==> src/hdl/assert_macros.svh <==
// assertion macros shared by the rtl files of the segment structure check
// depends on nothing; included by the files that carry assertions
`ifndef ASSERT_MACROS_SVH
`define ASSERT_MACROS_SVH

// antecedent holds at an edge -> consequent holds at the same edge
`define ASSERT_IMPLY(label, clk, rst_n, ante, cons) \
    label: assert property (@(posedge clk) disable iff (!(rst_n)) (ante) |-> (cons)) \
        else $error("assertion failed");

// antecedent holds at an edge -> consequent holds at the next edge
`define ASSERT_NEXT(label, clk, rst_n, ante, cons) \
    label: assert property (@(posedge clk) disable iff (!(rst_n)) (ante) |=> (cons)) \
        else $error("assertion failed");

// property holds at every edge out of reset
`define ASSERT_ALWAYS(label, clk, rst_n, prop) \
    label: assert property (@(posedge clk) disable iff (!(rst_n)) (prop)) \
        else $error("assertion failed");

`endif

==> src/hdl/jssc_top_unused_guard.sv <==
// holds no logic of its own; the walk state register is module jssc_state_reg
// in jssc_state.sv, which the top level instantiates
`default_nettype none

`default_nettype wire

==> src/hdl/jssc_pkg.sv <==
// types and constants of the jpeg segment structure check
// no dependencies; used by all modules
`default_nettype none

package jssc_pkg;

    // byte codes of the jpeg marker syntax
    localparam logic [7:0] BYTE_FILL  = 8'hFF;
    localparam logic [7:0] CODE_SOI   = 8'hD8;
    localparam logic [7:0] CODE_EOI   = 8'hD9;
    localparam logic [7:0] CODE_SOS   = 8'hDA;
    localparam logic [7:0] CODE_SOF0  = 8'hC0;
    localparam logic [7:0] CODE_SOF1  = 8'hC1;
    localparam logic [7:0] CODE_DQT   = 8'hDB;
    localparam logic [7:0] CODE_DHT   = 8'hC4;

    // segment header length field counts itself
    localparam logic [15:0] LEN_MIN   = 16'd2;

    // byte counter saturates once the frame is long enough
    localparam int          COUNT_W   = 3;
    localparam logic [COUNT_W-1:0] COUNT_SAT   = 3'd4;
    localparam logic [COUNT_W-1:0] COUNT_SHORT = 3'd3;

    // seen flag bit positions
    localparam int FLAG_SOF = 0;
    localparam int FLAG_DQT = 1;
    localparam int FLAG_DHT = 2;
    localparam int FLAG_SOS = 3;
    localparam int FLAG_W   = 4;

    typedef enum logic [3:0] {
        PH_FIRST  = 4'd0,
        PH_SECOND = 4'd1,
        PH_EXPFF  = 4'd2,
        PH_MARKER = 4'd3,
        PH_LENHI  = 4'd4,
        PH_LENLO  = 4'd5,
        PH_SKIP   = 4'd6,
        PH_STOP   = 4'd7,
        PH_NOSOI  = 4'd8
    } t_phase;

    typedef enum logic [1:0] {
        STAT_INSPECTED = 2'd0,
        STAT_SHORT     = 2'd1,
        STAT_NO_SOI    = 2'd2
    } t_status;

    // walk state carried between the top level and the walk logic
    typedef struct packed {
        t_phase              phase;
        logic [15:0]         skip;
        logic [7:0]          len_hi;
        logic [7:0]          marker;
        logic [FLAG_W-1:0]   seen;
    } t_walk_state;

    localparam t_walk_state WALK_RESET = '{
        phase:  PH_FIRST,
        skip:   16'd0,
        len_hi: 8'd0,
        marker: 8'd0,
        seen:   '0
    };

endpackage

`default_nettype wire

==> src/hdl/jssc_in_if.sv <==
// byte input channel of the segment structure check
// depends on nothing but the handshake convention valid/ready
`default_nettype none

interface jssc_in_if;
    logic       valid;
    logic       ready;
    logic [7:0] data_byte;
    logic       last_byte;

    modport source (output valid, output data_byte, output last_byte, input ready);
    modport sink   (input valid, input data_byte, input last_byte, output ready);
endinterface

`default_nettype wire

==> src/hdl/jssc_out_if.sv <==
// result channel of the segment structure check
// depends on nothing but the handshake convention valid/ready
`default_nettype none

interface jssc_out_if;
    logic       valid;
    logic       ready;
    logic [1:0] status;
    logic       sof_seen;
    logic       dqt_seen;
    logic       dht_seen;
    logic       sos_seen;
    logic       eoi_at_end;

    modport source (output valid, output status, output sof_seen, output dqt_seen,
                    output dht_seen, output sos_seen, output eoi_at_end, input ready);
    modport sink   (input valid, input status, input sof_seen, input dqt_seen,
                    input dht_seen, input sos_seen, input eoi_at_end, output ready);
endinterface

`default_nettype wire

==> src/hdl/jssc_walk.sv <==
// next-state logic of the marker segment walk, one byte per evaluation
// depends on jssc_pkg
`default_nettype none

module jssc_walk (
    input  jssc_pkg::t_walk_state i_state,
    input  logic [7:0]            i_byte,
    output jssc_pkg::t_walk_state o_state
);

    logic [15:0] w_seglen;
    logic [15:0] w_skip_dec;

    assign w_seglen   = {i_state.len_hi, i_byte};
    assign w_skip_dec = (i_state.skip != 16'd0) ? (i_state.skip - 16'd1) : i_state.skip;

    // one step of the walk
    always_comb begin
        o_state = i_state;
        unique case (i_state.phase)
            jssc_pkg::PH_FIRST: begin
                o_state.phase = (i_byte == jssc_pkg::BYTE_FILL) ?
                                jssc_pkg::PH_SECOND : jssc_pkg::PH_NOSOI;
            end
            jssc_pkg::PH_SECOND: begin
                o_state.phase = (i_byte == jssc_pkg::CODE_SOI) ?
                                jssc_pkg::PH_EXPFF : jssc_pkg::PH_NOSOI;
            end
            jssc_pkg::PH_EXPFF: begin
                o_state.phase = (i_byte == jssc_pkg::BYTE_FILL) ?
                                jssc_pkg::PH_MARKER : jssc_pkg::PH_STOP;
            end
            jssc_pkg::PH_MARKER: begin
                // fill bytes keep the phase
                priority if (i_byte == jssc_pkg::BYTE_FILL) begin
                    o_state.phase = jssc_pkg::PH_MARKER;
                end else if (i_byte == jssc_pkg::CODE_EOI) begin
                    o_state.phase = jssc_pkg::PH_STOP;
                end else if (i_byte == jssc_pkg::CODE_SOS) begin
                    o_state.seen[jssc_pkg::FLAG_SOS] = 1'b1;
                    o_state.phase = jssc_pkg::PH_STOP;
                end else begin
                    o_state.marker = i_byte;
                    o_state.phase  = jssc_pkg::PH_LENHI;
                end
            end
            jssc_pkg::PH_LENHI: begin
                o_state.len_hi = i_byte;
                o_state.phase  = jssc_pkg::PH_LENLO;
            end
            jssc_pkg::PH_LENLO: begin
                if (w_seglen < jssc_pkg::LEN_MIN) begin
                    o_state.phase = jssc_pkg::PH_STOP;
                end else begin
                    // flag goes up as soon as the length is known
                    priority if (i_state.marker == jssc_pkg::CODE_SOF0 ||
                                 i_state.marker == jssc_pkg::CODE_SOF1) begin
                        o_state.seen[jssc_pkg::FLAG_SOF] = 1'b1;
                    end else if (i_state.marker == jssc_pkg::CODE_DQT) begin
                        o_state.seen[jssc_pkg::FLAG_DQT] = 1'b1;
                    end else if (i_state.marker == jssc_pkg::CODE_DHT) begin
                        o_state.seen[jssc_pkg::FLAG_DHT] = 1'b1;
                    end else begin
                        o_state.seen = i_state.seen;
                    end
                    o_state.skip  = w_seglen - jssc_pkg::LEN_MIN;
                    o_state.phase = (w_seglen == jssc_pkg::LEN_MIN) ?
                                    jssc_pkg::PH_EXPFF : jssc_pkg::PH_SKIP;
                end
            end
            jssc_pkg::PH_SKIP: begin
                o_state.skip = w_skip_dec;
                if (w_skip_dec == 16'd0) begin
                    o_state.phase = jssc_pkg::PH_EXPFF;
                end
            end
            jssc_pkg::PH_STOP: begin
                o_state.phase = jssc_pkg::PH_STOP;
            end
            jssc_pkg::PH_NOSOI: begin
                o_state.phase = jssc_pkg::PH_NOSOI;
            end
            default: begin
                o_state.phase = jssc_pkg::PH_STOP;
            end
        endcase
    end

endmodule

`default_nettype wire

==> src/hdl/jssc_result.sv <==
// result register of the segment structure check: forms and holds one result
// depends on jssc_pkg, jssc_out_if and assert_macros.svh
`default_nettype none
`include "assert_macros.svh"

module jssc_result (
    input  logic                   i_clk,
    input  logic                   i_rst_n,
    input  logic                   i_load,
    input  logic [jssc_pkg::COUNT_W-1:0] i_count,
    input  jssc_pkg::t_phase       i_phase,
    input  logic [jssc_pkg::FLAG_W-1:0]  i_seen,
    input  logic [7:0]             i_prev,
    input  logic [7:0]             i_byte,
    output logic                   o_free,
    jssc_out_if.source             o_out
);

    logic                         r_valid;
    jssc_pkg::t_status            r_status;
    logic [jssc_pkg::FLAG_W-1:0]  r_flags;
    logic                         r_eoi;
    jssc_pkg::t_status            n_status;
    logic [jssc_pkg::FLAG_W-1:0]  n_flags;
    logic                         n_eoi;

    // slot is free when empty or drained in this cycle
    assign o_free = !r_valid || o_out.ready;

    // result of the frame's last byte; count is the value before this byte
    always_comb begin
        n_flags = '0;
        n_eoi   = 1'b0;
        priority if (i_count < jssc_pkg::COUNT_SHORT) begin
            n_status = jssc_pkg::STAT_SHORT;
        end else if (i_phase == jssc_pkg::PH_NOSOI) begin
            n_status = jssc_pkg::STAT_NO_SOI;
        end else begin
            n_status = jssc_pkg::STAT_INSPECTED;
            n_flags  = i_seen;
            n_eoi    = (i_count != '0) && (i_prev == jssc_pkg::BYTE_FILL) &&
                       (i_byte == jssc_pkg::CODE_EOI);
        end
    end

    // valid bit of the result slot
    always_ff @(posedge i_clk) begin
        if (!i_rst_n) begin
            r_valid <= 1'b0;
        end else if (i_load) begin
            r_valid <= 1'b1;
        end else if (o_out.ready) begin
            r_valid <= 1'b0;
        end
    end

    // payload of the result slot
    always_ff @(posedge i_clk) begin
        if (i_load) begin
            r_status <= n_status;
            r_flags  <= n_flags;
            r_eoi    <= n_eoi;
        end
    end

    assign o_out.valid      = r_valid;
    assign o_out.status     = r_status;
    assign o_out.sof_seen   = r_flags[jssc_pkg::FLAG_SOF];
    assign o_out.dqt_seen   = r_flags[jssc_pkg::FLAG_DQT];
    assign o_out.dht_seen   = r_flags[jssc_pkg::FLAG_DHT];
    assign o_out.sos_seen   = r_flags[jssc_pkg::FLAG_SOS];
    assign o_out.eoi_at_end = r_eoi;

    // a load never lands on a result that is still waiting
    `ASSERT_IMPLY(a_no_overwrite, i_clk, i_rst_n, i_load, o_free)
    // a failed frame reports no segment flags
    `ASSERT_IMPLY(a_fail_no_flags, i_clk, i_rst_n,
        r_valid && (r_status != jssc_pkg::STAT_INSPECTED), (r_flags == '0) && !r_eoi)

endmodule

`default_nettype wire

==> src/hdl/jssc_state.sv <==
// walk state register of the segment structure check
// depends on jssc_pkg, jssc_walk and assert_macros.svh
`default_nettype none
`include "assert_macros.svh"

module jssc_state_reg (
    input  logic                         i_clk,
    input  logic                         i_rst_n,
    input  logic                         i_accept,
    input  logic                         i_last,
    input  logic [7:0]                   i_byte,
    output jssc_pkg::t_walk_state        o_state,
    output logic [jssc_pkg::COUNT_W-1:0] o_count,
    output logic [7:0]                   o_prev
);

    jssc_pkg::t_walk_state        r_walk;
    jssc_pkg::t_walk_state        n_walk;
    logic [jssc_pkg::COUNT_W-1:0] r_count;
    logic [7:0]                   r_prev;

    jssc_walk u_walk (
        .i_state (r_walk),
        .i_byte  (i_byte),
        .o_state (n_walk)
    );

    // state advances per accepted byte and clears after the last one
    always_ff @(posedge i_clk) begin
        if (!i_rst_n) begin
            r_walk  <= jssc_pkg::WALK_RESET;
            r_count <= '0;
            r_prev  <= 8'd0;
        end else if (i_accept) begin
            if (i_last) begin
                r_walk  <= jssc_pkg::WALK_RESET;
                r_count <= '0;
                r_prev  <= 8'd0;
            end else begin
                r_walk  <= n_walk;
                r_prev  <= i_byte;
                if (r_count < jssc_pkg::COUNT_SAT) begin
                    r_count <= r_count + {{(jssc_pkg::COUNT_W-1){1'b0}}, 1'b1};
                end
            end
        end
    end

    assign o_state = n_walk;
    assign o_count = r_count;
    assign o_prev  = r_prev;

    `ASSERT_ALWAYS(a_count_sat, i_clk, i_rst_n, r_count <= jssc_pkg::COUNT_SAT)
    `ASSERT_NEXT(a_frame_restart, i_clk, i_rst_n, i_accept && i_last,
        (r_walk.phase == jssc_pkg::PH_FIRST) && (r_count == '0) && (r_walk.seen == '0))

endmodule

`default_nettype wire

==> src/hdl/jpeg_segment_structure_check.sv <==
// Takes a JPEG frame one byte per transfer and walks its marker segments
// (start-of-image, fill bytes, length-skipped payloads, SOF/DQT/DHT/SOS); on
// the byte flagged last it delivers one result: status, segment flags and
// whether the frame ends in FF D9. A byte is taken every cycle: the walk state
// updates through a single register, and the result sits in an output
// register, so bytes keep flowing as long as each result is taken.
// The result is valid the cycle after its last byte; input stalls, for any
// byte, in every cycle where a result is still waiting and the output is not
// ready.
// Depends on jssc_pkg, jssc_in_if, jssc_out_if, jssc_state_reg, jssc_result.
`default_nettype none
`include "assert_macros.svh"

module jpeg_segment_structure_check (
    input  logic      i_clk,
    input  logic      i_rst_n,
    jssc_in_if.sink   i_in,
    jssc_out_if.source o_out
);

    logic                         w_accept;
    logic                         w_free;
    logic                         w_load;
    jssc_pkg::t_walk_state        w_next;
    logic [jssc_pkg::COUNT_W-1:0] w_count;
    logic [7:0]                   w_prev;

    // input transfer is taken whenever the result slot can absorb a result
    assign i_in.ready = w_free;
    assign w_accept   = i_in.valid && i_in.ready;
    assign w_load     = w_accept && i_in.last_byte;

    jssc_state_reg u_state (
        .i_clk    (i_clk),
        .i_rst_n  (i_rst_n),
        .i_accept (w_accept),
        .i_last   (i_in.last_byte),
        .i_byte   (i_in.data_byte),
        .o_state  (w_next),
        .o_count  (w_count),
        .o_prev   (w_prev)
    );

    jssc_result u_result (
        .i_clk   (i_clk),
        .i_rst_n (i_rst_n),
        .i_load  (w_load),
        .i_count (w_count),
        .i_phase (w_next.phase),
        .i_seen  (w_next.seen),
        .i_prev  (w_prev),
        .i_byte  (i_in.data_byte),
        .o_free  (w_free),
        .o_out   (o_out)
    );

    // a result only appears after a last-byte transfer
    `ASSERT_IMPLY(a_result_cause, i_clk, i_rst_n, $rose(o_out.valid),
        $past(i_in.valid && i_in.ready && i_in.last_byte))

endmodule

`default_nettype wire

==> src/flat_wrapper.sv <==
// flat-port wrapper written by rule: the top's interface ports become plain ports
module jpeg_segment_structure_check_flat 
  (i_clk, i_rst_n, i_in_valid, i_in_data_byte, i_in_last_byte, i_in_ready, o_out_valid, o_out_status, o_out_sof_seen, o_out_dqt_seen, o_out_dht_seen, o_out_sos_seen, o_out_eoi_at_end, o_out_ready);
  jssc_in_if i_in_i ();
  jssc_out_if o_out_i ();
  input  logic i_clk;
  input  logic i_rst_n;
  input wire logic [$bits(i_in_i.valid)-1:0] i_in_valid;
  input wire logic [$bits(i_in_i.data_byte)-1:0] i_in_data_byte;
  input wire logic [$bits(i_in_i.last_byte)-1:0] i_in_last_byte;
  output wire logic [$bits(i_in_i.ready)-1:0] i_in_ready;
  output wire logic [$bits(o_out_i.valid)-1:0] o_out_valid;
  output wire logic [$bits(o_out_i.status)-1:0] o_out_status;
  output wire logic [$bits(o_out_i.sof_seen)-1:0] o_out_sof_seen;
  output wire logic [$bits(o_out_i.dqt_seen)-1:0] o_out_dqt_seen;
  output wire logic [$bits(o_out_i.dht_seen)-1:0] o_out_dht_seen;
  output wire logic [$bits(o_out_i.sos_seen)-1:0] o_out_sos_seen;
  output wire logic [$bits(o_out_i.eoi_at_end)-1:0] o_out_eoi_at_end;
  input wire logic [$bits(o_out_i.ready)-1:0] o_out_ready;
  assign i_in_i.valid = i_in_valid;
  assign i_in_i.data_byte = i_in_data_byte;
  assign i_in_i.last_byte = i_in_last_byte;
  assign i_in_ready = i_in_i.ready;
  assign o_out_valid = o_out_i.valid;
  assign o_out_status = o_out_i.status;
  assign o_out_sof_seen = o_out_i.sof_seen;
  assign o_out_dqt_seen = o_out_i.dqt_seen;
  assign o_out_dht_seen = o_out_i.dht_seen;
  assign o_out_sos_seen = o_out_i.sos_seen;
  assign o_out_eoi_at_end = o_out_i.eoi_at_end;
  assign o_out_i.ready = o_out_ready;
  jpeg_segment_structure_check u_core (.i_clk(i_clk), .i_rst_n(i_rst_n), .i_in(i_in_i), .o_out(o_out_i));
endmodule
==> config.mk <==
export PLATFORM = sky130hd
export DESIGN_NAME = jpeg_segment_structure_check_flat
export DESIGN_NICKNAME = d
export VERILOG_FILES = /design/src/hdl/jssc_top_unused_guard.sv /design/src/hdl/jssc_pkg.sv /design/src/hdl/jssc_in_if.sv /design/src/hdl/jssc_out_if.sv /design/src/hdl/jssc_walk.sv /design/src/hdl/jssc_result.sv /design/src/hdl/jssc_state.sv /design/src/hdl/jpeg_segment_structure_check.sv /design/src/flat_wrapper.sv
export VERILOG_INCLUDE_DIRS = /design/src /design/src/hdl
export SDC_FILE = /design/constraint.sdc
export NUM_CORES = 1
export LEC_CHECK = 0
export ABC_CLOCK_PERIOD_IN_PS = 3270
export BUFFER_PORTS_ARGS = -buffer_cell sky130_fd_sc_hd__buf_4
export CORE_ASPECT_RATIO = 0.5
export CORE_MARGIN = 1.5
export CORE_UTILIZATION = 32
export CTS_CLUSTER_DIAMETER = 150
export DETAILED_ROUTE_END_ITERATION = 8
export SKIP_LAST_GASP = 1
export SYNTH_ARGS = -nofsm -noshare
export SYNTH_HDL_FRONTEND = slang
export SYNTH_SLANG_ARGS = --single-unit
==> constraint.sdc <==
create_clock -name i_clk -period 3.27 [get_ports i_clk]
set_input_delay 0.327 -clock i_clk [delete_from_list [all_inputs] [get_ports i_clk]]
set_output_delay 0.327 -clock i_clk [all_outputs]
set_load 0.005 [all_outputs]
==> impl_metrics.csv <==
group,metric,value,unit
yosys,synth.area.top_cells,"dfxtp_1 30%, edfxtp_1 6.0%, nor2_1 5.1%, nand2_1 4.3%, nor3_1 4.1%",
yosys,synth_ff_type,"dfxtp_1",
min_path,whs_endpoint,"u_core.u_state.r_walk[4]",
power,p_total,0.00179,W
cts,clock_latency,0.33,ns
floorplan,io_pins,22,
floorplan,die_h,77.0,µm
critical_path,startpoint_type,"flop",
yosys,postSynthAreaPerCell,8.18,µm²
critical_path,critPathArrivalTime,2.64,ns
critical_path,slowest_stage,"o21ai_2",
cells_and_area,num-nets-final,451,
sta,worstMarginPinSlew,0.667,ns
critical_path,ff2ff_setup_slack,0.85,ns
critical_path,crit_required,3.49,ns
global_route,grtUsageTotal,17.3,%
place,place_ws,0.934,ns
global_route,antenna_found_initial,0,
yosys,yosys.area.top_type,"dfxtp_1",
yosys,synth_cell_types,70,
floorplan,coreArea,10400,µm²
place,gp_congestion,0.908,
power,ir_worst_vdd,0.000236,V
yosys,netlist_area,3500,µm²
critical_path,ff2ff_path_depth,8,
cells_and_area,final_cells,579,
sta,grt_setup_unrepaired,"false",
cts,clockBufferDepth,2,
cts,cts.clk_slew.worst_paths,0.05,ns
route,wire_per_inst,16.5,µm
cells_and_area,design_area,3970,µm²
critical_path,r2r_start,"u_core.u_state.r_walk[20]",
global_route,grt_pass1_wl,15700,µm
sta,period_needed,2.42,ns
yosys,ys_ff_latch,59,
floorplan,initial_core_util,33.6,%
min_path,whs_path_depth,2,
yosys,async_reset_ff_share,0,%
floorplan,die_w,151,µm
cells_and_area,num_antenna_cells,0,
critical_path,reg2reg_to,"u_core.u_state.r_walk[20]",
sta,finalSetupViolations,0,
route,ant_nets,0,
critical_path,cp_top_family,"compound AO/OA/AOI/OAI gates",
yosys,synth-edff-count,7,
place,placed_cells,563,
sta,fmax,413,MHz
cts,ctsHoldBuffers,0,
yosys,yosysTopAreaCellShare,29.7,%
sta,skew,0.00619,ns
sta,finalHoldViolCount,0,
global_route,overflow,0,
route,drc,0,
sta,setup_slack,0.849,ns
cells_and_area,area_delta_synth_final,13.4,%
yosys,ys_seq_area_share,35.7,%
place,port_buffers,21,
critical_path,cp_max_fo,9,
sta,min_period_over_period,74.1,%
yosys,yosysWarnings,0,
power,leakage,1.44,nW
critical_path,critical-path-max-stage-delay,0.48,ns
cts,cts_resized,0,
route,vias_per_cell,5.52,
place,hpwl,6690,µm
critical_path,critPathBufInv,1,
cts,cts_buffers,9,
cells_and_area,final_layout_size_suffix_gt1_share,15.0,%
run_status,outcome,"complete, no violations",
route,drt_iter0_markers,346,
job,cap_viol_max_count,0,
floorplan,dieArea,11600,µm²
critical_path,crit_path_end_kind,"flop",
route,vias,3195,
sta,slew_headroom,55.5,%
cts,root_buffer,"clkbuf_16",
route,finalWirelength,9570,µm
floorplan,rows,26,
cts,cts.htree.levels,3,
global_route,grt_max_degree,30,
cts,cts_tree,"done",
critical_path,crit_chain,"inv_1 -> ha_1 -> nor3b_1 -> nand4_1 -> o21ai_2 -> o22ai_1 -> a22oi_1 -> a21boi_1",
global_route,grt_pass1_vias,2958,
sta,setup_tns,0,ns
power,power-per-cell-area,451,nW/µm²
route,dr.pass1.iters,5,
yosys,postSynthNetCount,445,
sta,slew_violations,0,
cts,cts_setup_buffers,0,
yosys,synthCells,428,
min_path,min_path_type,"in2reg",
min_path,hold_path.startpoint,"i_in_data_byte[0]",
place,post_dp_cell_area,3690,µm²
cts,clock-sinks,59,
critical_path,crit_type,"reg2reg",
[power by group]
part | total (W) | switching, W | internal, W
clock | 0.000909 | 0.000328 | 0.000581
combinational | 0.000128 | 0.0000835 | 0.0000445
sequential | 0.000754 | 0.00000875 | 0.000745
[cells by family after synthesis]
logic type               after synthesis  share of synthesized area, %
flip-flops                            59                          35.7
buffers and inverters                 43                          6.36
XOR/XNOR                              18                          4.50
AND/OR/NAND/NOR                      191                          28.6
multiplexers                           2                         0.572
adder cells (fa/ha/maj)                4                          1.43
AO/OA/AOI/OAI                        111                          22.8
[metrics by stage]
stage          utilization, %  hold WS [ns]
2_1_floorplan               -         0.437
3_3_place_gp             35.4         0.450
3_5_place_dp             35.4         0.456
4_1_cts                  38.1         0.288
5_1_grt                  38.1         0.293
6_report                 38.1         0.299
[flip-flops by register name, indices dropped and copies added (netlist names)]
register                          count
u_core.u_state.o_count                3
u_core.u_result.o_out.status          2
u_core.u_result.o_out.eoi_at_end      1
u_core.u_result.r_flags               4
u_core.u_state.o_prev                 8
u_core.u_result.o_out.valid           1
u_core.u_state.r_walk                40
[per-layer routing]
layer  global-route usage (%)  routed length (µm)  share of wire, %
met5                        0                   0                 0
met4                     6.12                 176               1.8
met3                     4.29                 587               6.1
met2                     25.6                4080                43
met1                     24.3                4730                49
[cells in the final DEF (no fill, tap or decap), types with 9 or more instances in the layout]
cell,netlist,routed
nand2_1,40,40
inv_1,13,13
nor2_1,48,48
a21boi_0,9,9
a22oi_1,10,10
nor3_1,29,29
a21oi_1,20,20
xnor2_1,9,9
clkbuf_16,0,9
xor2_1,9,9
buf_4,0,24
dfxtp_1,52,52
[synthesized netlist by cell type (9+ instances only)]
library cell	n
a21boi_0	9
a21oi_1	20
a22oi_1	10
clkbuf_1	20
dfxtp_1	52
inv_1	13
nand2_1	40
nor2_1	48
nor3_1	29
xnor2_1	9
xor2_1	9
[worst max path at each step]
stage	slack (ns)	cells after the start	from	endpoint
2_1_floorplan	1.21	7	u_core.u_state.r_walk[20]	u_core.u_state.r_walk[28]
4_1_cts	0.89	8	u_core.u_state.r_walk[20]	u_core.u_state.r_walk[20]
3_5_place_dp	0.93	8	u_core.u_state.r_walk[20]	u_core.u_state.r_walk[20]
3_3_place_gp	0.92	8	u_core.u_state.r_walk[20]	u_core.u_state.r_walk[20]
6_report	0.85	8	u_core.u_state.r_walk[20]	u_core.u_state.r_walk[20]
5_1_grt	0.63	8	u_core.u_state.r_walk[20]	u_core.u_state.r_walk[20]
[worst register-to-register path, stage by stage, from the launching register on]
cell and delay, ns:
dfxtp_1 0.37, inv_1 0.10, ha_1 0.24, nor3b_1 0.36, nand4_1 0.34, o21ai_2 0.48, o22ai_1 0.15, a22oi_1 0.18
a21boi_1 0.08
[layout make-up]
class                   instances  area, µm²
multi-input cells             326       2030
flip-flops and latches         59       1250
clock buffers                  10        229
fillers                      1105       6440
clock inverters                 6       56.3
inverters                      14       52.6
well taps                     140        175
repair buffers                 24        180
Power figures use the tool's default switching activity.
